$ cat src/mawjr_pkg.sv
// shared constants for the moving average filter with jump reset
package mawjr_pkg;

    // configuration register width (window_len)
    localparam int CFG_W = 9;

    // width of the filtered result field
    localparam int FILT_W = 24;

    // default window depth and sample width
    localparam int MAX_WINDOW_DEF = 256;
    localparam int SAMPLE_BITS_DEF = 24;

    // jump threshold is a quarter of the mean: 4*|x-avg| > avg
    localparam int JUMP_SHIFT = 2;

    // width that can hold any window length from 0 to max_win
    function automatic int len_width(input int max_win);
        return $clog2(max_win + 1);
    endfunction

    // width of an index into a window of max_win entries
    function automatic int idx_width(input int max_win);
        return (max_win > 1) ? $clog2(max_win) : 1;
    endfunction

endpackage

$ cat src/mawjr_serial_div.sv
// bit-serial restoring divider, one quotient bit per cycle
module mawjr_serial_div
    import mawjr_pkg::*;
#(
    parameter int SAMPLE_BITS = SAMPLE_BITS_DEF,
    parameter int LEN_W       = len_width(MAX_WINDOW_DEF)
)
(
    input  logic                           clk,
    input  logic                           rst_n,
    input  logic                           start,
    input  logic [SAMPLE_BITS+LEN_W-1:0]   dividend,
    input  logic [LEN_W-1:0]               divisor,
    output logic                           done,
    output logic [SAMPLE_BITS-1:0]         quotient
);

    localparam int SUM_W = SAMPLE_BITS + LEN_W;
    localparam int CNT_W = $clog2(SAMPLE_BITS + 1);

    logic                   busy_reg;
    logic                   done_reg;
    logic [CNT_W-1:0]       cnt_reg;
    logic [SAMPLE_BITS-1:0] shift_reg;
    logic [LEN_W-1:0]       rem_reg;
    logic [LEN_W-1:0]       div_reg;

    logic [LEN_W:0]         trial;
    logic [LEN_W:0]         trial_diff;
    logic                   qbit;
    logic [LEN_W-1:0]       rem_next;

    // quotient high part is zero since dividend < divisor * 2^SAMPLE_BITS,
    // so the upper bits preload the remainder
    assign trial      = {rem_reg, shift_reg[SAMPLE_BITS-1]};
    assign trial_diff = trial - {1'b0, div_reg};
    assign qbit       = (trial >= {1'b0, div_reg});
    assign rem_next   = qbit ? trial_diff[LEN_W-1:0] : trial[LEN_W-1:0];

    always_ff @(posedge clk or negedge rst_n)
    begin
        if (!rst_n)
        begin
            busy_reg <= 1'b0;
            done_reg <= 1'b0;
            cnt_reg  <= '0;
        end
        else
        begin
            done_reg <= 1'b0;
            if (start)
            begin
                busy_reg <= 1'b1;
                cnt_reg  <= CNT_W'(SAMPLE_BITS);
            end
            else if (busy_reg)
            begin
                cnt_reg <= cnt_reg - 1'b1;
                if (cnt_reg == CNT_W'(1))
                begin
                    busy_reg <= 1'b0;
                    done_reg <= 1'b1;
                end
            end
        end
    end

    always_ff @(posedge clk)
    begin
        if (start)
        begin
            shift_reg <= dividend[SAMPLE_BITS-1:0];
            rem_reg   <= dividend[SUM_W-1:SAMPLE_BITS];
            div_reg   <= divisor;
        end
        else if (busy_reg)
        begin
            shift_reg <= {shift_reg[SAMPLE_BITS-2:0], qbit};
            rem_reg   <= rem_next;
        end
    end

    assign done     = done_reg;
    assign quotient = shift_reg;

endmodule

$ cat config.mk
export PLATFORM = sky130hd
export DESIGN_NAME = mawjr_serial_div
export DESIGN_NICKNAME = d
export VERILOG_FILES = /design/src/mawjr_pkg.sv /design/src/mawjr_serial_div.sv
export SDC_FILE = /design/constraint.sdc
export NUM_CORES = 1
export LEC_CHECK = 0
export BUFFER_PORTS_ARGS = -buffer_cell sky130_fd_sc_hd__buf_2
export CELL_PAD_IN_SITES_DETAIL_PLACEMENT = 0
export CELL_PAD_IN_SITES_GLOBAL_PLACEMENT = 1
export CORE_MARGIN = 2
export CORE_UTILIZATION = 37
export CTS_CLUSTER_SIZE = 20
export DETAILED_ROUTE_END_ITERATION = 10
export PLACE_DENSITY = 0.85
export SLEW_MARGIN = 40
export SYNTH_ARGS = -nofsm -noshare
export SYNTH_HDL_FRONTEND = slang
export SYNTH_SLANG_ARGS = --single-unit
$ cat constraint.sdc
create_clock -name clk -period 2.3 [get_ports clk]
set_clock_uncertainty 0.1 [all_clocks]
set_input_delay 0.23 -clock clk [delete_from_list [all_inputs] [get_ports clk]]
set_output_delay 0.23 -clock clk [all_outputs]
set_load 0.02 [all_outputs]
==> out/metrics.yaml, run 1 <==
sta:
  finalHoldViolCount: 0
  fin_ws_ns: -0.113
  rsz0062_at_grt: "yes"
  fin_crit_sh_pct: 105
  period_needed_ns: 2.41
  setup-violations-final: 10
  tightestPinTransition_ns: 0.342
  max_slew_margin_pct: 76.9
  fmax_ghz: 0.414
  finalMaxSlewViolations: 0
grt:
  grt_start_max_net_pins: 39
  use_met3_pct: 3.98
  grt_pass1_wl_um: 8630
  grt_pass1_vias: 1906
  antenna_found_initial: 0
  grt_overflow: 0
  grtUsageMet1_pct: 18.1
  grtUsageTotal_pct: 14.4
  met2_usage_pct: 24.6
  grt_busiest_layer: "met2"
layout:
  syn_to_final_growth_pct: 30.2
  fin_area_sq_um: 3350
  nets: 350
  fin_util_pct: 49.6
  fillers: 622
  drive_gt1_share_pct: 45.7
  largest_reg_flops: 24
  n_antenna_cell: 0
floorplan:
  top_level_ports: 70
  start_util_pct: 38.1
  die_area_sq_um: 7650
  die_height_um: 87.4
  chipWidth_um: 87.4
  fp-row-count: 30
  fp.coreArea_sq_um: 6760
power:
  p_total_mw: 3.38
  power.share.sequential_pct: 38.2
  peakVddDrop_v: 0.000446
  power.leakage_nw: 1.48
  internal_power_mw: 2.25
  p_comb_share_pct: 44.1
  switching_share_pct: 33.5
  pwr-share-clk_pct: 17.7
  p_sw_mw: 1.13
  pwr_density_cell_nw_per_um2: 1010
drt:
  drt_iter0_drc: 74
  wire_per_inst_um: 14.5
  ant_nets: 0
  routed_via_density: 4.97
  drcViolationCount: 0
  totalWireLength_um: 5430
  num_vias: 1852
  firstDrtPassIters: 4
logic_synthesis:
  synth_top_area_share_pct: 49.0
  synth_area_sq_um: 2580
  syn_nets: 252
  yosysMostFrequentCell: "edfxtp_1"
  synth_area_leaders: "edfxtp_1, mux2_2, dfrtp_1"
  synthTopCellsByCount: "edfxtp_1, mux2_2, inv_1"
  synth_ff_type: "edfxtp_1"
  yosys.cell_types.count: 48
  synth_area_per_cell_sq_um: 13.2
  synth_largest_area_cell: "edfxtp_1"
  synthArstFlopShare_pct: 14.3
  synthCells: 195
  synth_edf_count: 42
  ys_warn_count: 0
  ys_seq_elements: 49
  yosysSeqAreaShare_pct: 55.8
run_status:
  outcome: "complete, but fails checks"
  violations: "negative setup slack"
setup_path:
  critPathLaunchType: "register"
  crit_type: "reg -> reg"
  arrival_ns: 2.37
  end_kind: "register"
  crit_required_ns: 2.25
  crit_fanout: 9
place:
  hpwl_um: 4000
  dpl_cell_area_sq_um: 3120
  gp_congestion: 0.856
  port-buffer-count: 69
clocking:
  cts_buffer_depth: 2
  cts_root_buf: "clkbuf_8"
  clock-sinks: 49
  cts_tree: "done"
  cts_buffers: 5
  insertion_delay_ns: 0.30
  clk_pin_slew_worst_paths_ns: 0.09
  htree_levels: 2
min_path:
  holdCritPathClass: "in -> reg"
flow_run:
  drv_cap: 0
==> routing by layer <==
metal	vias up	share of wire (%)
li1	917	-
met1	887	44
met2	44	51
met3	4	5.1
met4	0	0.59
met5	-	0
==> cell type report <==
class                      count  area [sq um]  area share, %
multi-input combinational    122          1040           31.1
tap                           80           100           2.98
sequential                    49          1440           42.8
clock inverter                 2          35.0           1.04
inverter                      16          60.1           1.79
timing repair buffer          99           612           18.2
clock buffer                   5          68.8           2.05
==> worst max-delay path, cell delays in order, from the launching register on <==
cell and delay [ns]:
edfxtp_1 0.39, inv_1 0.08, ha_2 0.18, inv_2 0.04, fa_2 0.34, a21o_1 0.19, a221oi_2 0.27, a31oi_2 0.15
buf_6 0.16, o31a_1 0.10, o22a_1 0.18
==> power by group through the flow <==
| stage | Sequential, mW | Combinational (mW) | Clock (mW) |
|---|---|---|---|
| floorplan | 1.36 | 0.951 | 0 |
| global placement | 1.30 | 1.41 | 0 |
| detailed placement | 1.31 | 1.43 | 0 |
| CTS | 1.29 | 1.47 | 0.612 |
| global route | 1.32 | 1.64 | 0.652 |
| finish | 1.29 | 1.49 | 0.597 |
==> per-stage QoR <==
stage	setup slack [ns]	hold slack, ns	instances	setup TNS, ns
after floorplan	-0.255	-0.166	195	-1.83
final	-0.113	0.118	373	-0.657
after CTS	-0.135	0.00106	368	-0.852
after global routing	-0.234	0.113	373	-1.89
after global placement	-0.0575	-0.0279	353	-0.179
after detailed placement	-0.143	-0.0263	353	-0.784
==> layout by cell type (no fill, tap or decap), drive strengths merged, types with 5 or more instances in the layout <==
cell type	count
nor2	10
o21ai	10
clkbuf	5
nand2	12
buf	89
dfrtp	7
dlygate4sd3	10
edfxtp	42
inv	16
mux2	24
ha	11
==> kinds of logic (layout without fill, tap and decap cells) <==
family | Yosys count | in the layout | share of synthesized area [%]
compound gates | 35 | 35 | 11.2
buf+inv | 24 | 122 | 4.13
fa+ha+maj | 12 | 12 | 6.12
flops | 49 | 49 | 55.8
xor+xnor | 8 | 8 | 2.72
mux | 28 | 28 | 12.0
simple gates | 39 | 39 | 8.06
==> what timing repair did <==
action,in CTS,in global routing
hold endpoints to repair,13,3
setup buffers,1,2
hold buffers,7,3
cloned,0,0
gates resized for setup,3,1
pin swaps,6,1
setup endpoints to repair,10,10
==> final timing paths <==
| kind | end | cells past startpoint | slack [ns] | startpoint |
|---|---|---|---|---|
| max | rem_reg[7]$_DFFE_PP_ | 10 | -0.11 | quotient[23]$_DFFE_PP_ |
| min | rem_reg[6]$_DFFE_PP_ | 3 | 0.12 | dividend[30] |
| max reg2reg | rem_reg[7]$_DFFE_PP_ | 10 | -0.11 | quotient[23]$_DFFE_PP_ |
| min reg2reg | cnt_reg[4]$_DFFE_PN0P_ | 2 | 0.44 | cnt_reg[4]$_DFFE_PN0P_ |
| max in group asynchronous | cnt_reg[1]$_DFFE_PN0P_ | 2 | 1.75 | rst_n |
| min in group asynchronous | cnt_reg[3]$_DFFE_PN0P_ | 2 | 0.19 | rst_n |
Note: power is estimated with default switching activity, not from simulation.
==> run 2, diff against run 1 <==
- CORE_MARGIN: 2 -> 1
- CORE_UTILIZATION: 37 -> 25
- PLACE_DENSITY: 0.85 -> 0.64
- RECOVER_POWER: unset -> 100
==> run 2 against run 1 <==
Effect of this change: the flow still finishes with violations (negative setup slack); count of clock-buffer cells in the layout increased by 2; global-route usage decreased by 3.0 points; worst hold slack got worse by 0.11 ns; routed wire length increased by 4.6%; sequential power about the same; flip-flop and latch count unchanged; combinational power about the same; via count increased by 1.2%.
==> out/metrics.yaml, run 2 (synthesis results as in run 1) <==
run_status:
  outcome: "complete, but fails checks"
  violations: "negative setup slack"
power:
  power.leakage_nw: 1.37
  peakVddDrop_v: 0.000346
  pwr_density_cell_nw_per_um2: 988
layout:
  drive_gt1_share_pct: 34.6
  final_cell_mix: "buf_2, edfxtp_1, clkbuf_1, mux2_2, inv_1"
  nets: 345
  fin_area_sq_um: 3320
  n_antenna_cell: 0
  syn_to_final_growth_pct: 28.8
  final_common_cell: "buf_2"
  largest_reg_flops: 24
sta:
  finalMaxSlewViolations: 0
  fin_setup_tns_ns: -0.424
  tightestPinTransition_ns: 0.529
  hold-worst-slack_ns: 0.0113
  finalHoldViolCount: 0
  setup-violations-final: 9
  fmax_ghz: 0.420
  fin_crit_sh_pct: 103
  fin_ws_ns: -0.0788
  max_slew_margin_pct: 64.7
  period_needed_ns: 2.38
  rsz0062_at_grt: "yes"
place:
  dpl_cell_area_sq_um: 3160
  gp_congestion: 0.771
  hpwl_um: 4160
  port-buffer-count: 69
drt:
  firstDrtPassIters: 4
  totalWireLength_um: 5680
  ant_nets: 0
  routed_via_density: 4.44
  num_vias: 1874
  drt_iter0_drc: 101
  drcViolationCount: 0
  wire_per_inst_um: 13.5
floorplan:
  fp.coreArea_sq_um: 9860
  fp-row-count: 36
  die_area_sq_um: 10700
  die_height_um: 104
  start_util_pct: 26.1
  top_level_ports: 70
  chipWidth_um: 104
setup_path:
  cp-startpoint: "quotient[23]$_DFFE_PP_"
  critPathLaunchType: "register"
  r2r_cells: 10
  path_buf_inv: 3
  arrival_ns: 2.35
  crit_type: "reg -> reg"
  path_cells: "inv_1 -> ha_1 -> inv_1 -> fa_2 -> a21o_1 -> a221oi_2 -> a31oi_2 -> buf_6 -> o31a_1 -> o22a_1"
  worstSetupPathDepth: 10
  cpPeakStageDelay_ns: 0.39
  worst_path_max_delay_cell: "edfxtp_1"
  r2r-end: "rem_reg[7]$_DFFE_PP_"
  critical_path.most_common_cell: "inv_1"
  crit_fanout: 6
  crit_path_end: "rem_reg[7]$_DFFE_PP_"
  crit_required_ns: 2.27
  crit_family: "compound AO/OA/AOI/OAI gates"
  regToRegSetupSlack_ns: -0.08
  reg2reg_from: "quotient[23]$_DFFE_PP_"
  end_kind: "register"
grt:
  grt_start_max_net_pins: 34
  grt_overflow: 0
  antenna_found_initial: 0
  grtUsageTotal_pct: 11.3
  grt_pass1_wl_um: 9630
  grt_pass1_vias: 1927
clocking:
  cts_root_buf: "clkbuf_8"
  cts_buffer_depth: 2
  cts_tree: "done"
  htree_levels: 2
  cts_buffers: 5
  clk_pin_slew_worst_paths_ns: 0.10
  insertion_delay_ns: 0.30
  clock-sinks: 49
min_path:
  holdCritPathClass: "in -> reg"
flow_run:
  drv_cap: 0
==> run 2: final cells by class <==
cell class,count,area (sq um)
Clock buffer,7,76.3
Clock inverter,1,5.00
Fill cell,1001,6550
Inverter,16,60.1
Multi-Input combinational cell,122,1040
Sequential cell,49,1440
Tap cell,133,166
Timing Repair Buffer,94,531
==> run 2: metrics by stage <==
stage	utilization [%]	power, mW	cells	worst slack (ns)
5_1_grt	33.7	3.51	422	-0.190
3_3_place_gp	32.1	2.75	405	-0.0746
2_1_floorplan	-	2.31	195	-0.255
3_5_place_dp	32.1	2.76	405	-0.105
4_1_cts	34.0	3.32	422	-0.0976
6_report	33.7	3.28	422	-0.0788
==> run 2: per-layer routing <==
metal,share of wire [%],GRT usage [%]
met5,0,0
met4,0.67,3.42
met2,49,19.4
met3,4.8,2.52
met1,45,14.2
==> run 2: power by group <==
| group | internal, mW | total, mW | leakage [nW] | switching (mW) |
|---|---|---|---|---|
| Combinational | 0.736 | 1.48 | 0.807 | 0.741 |
| Clock | 0.215 | 0.515 | 0.0422 | 0.300 |
| Sequential | 1.18 | 1.29 | 0.517 | 0.112 |
| Total | 2.13 | 3.28 | 1.37 | 1.15 |
==> run 2: timing repair <==
action / in CTS / in global routing
hold endpoints to repair: 15 / 0
pin swaps: 4 / 2
setup endpoints to repair: 10 / 10
hold buffers: 9 / 0
buffers inserted: 0 / 0
gates resized for setup: 3 / 0
==> run 2: how the worst min path moves through the flow <==
| stage | from | endpoint | slack, ns | depth (start not counted) |
|---|---|---|---|---|
| after floorplan | rst_n | busy_reg$_DFF_PN0_ | -0.17 | 0 |
| after global placement | rst_n | done$_DFF_PN0_ | -0.03 | 1 |
| after detailed placement | rst_n | done$_DFF_PN0_ | -0.03 | 1 |
| after CTS | divisor[0] | div_reg[0]$_DFFE_PP_ | 0.003 | 1 |
| after global routing | divisor[0] | div_reg[0]$_DFFE_PP_ | 0.003 | 1 |
| final | divisor[0] | div_reg[0]$_DFFE_PP_ | 0.01 | 1 |
==> run 2: worst register-to-register path: cells and delay by family (launching register included) <==
kind / cells / cell delay [ns]
AO/OA/AOI/OAI: 5 / 0.88
adder cells (fa/ha/maj): 2 / 0.50
flip-flops: 1 / 0.39
buffers and inverters: 3 / 0.29
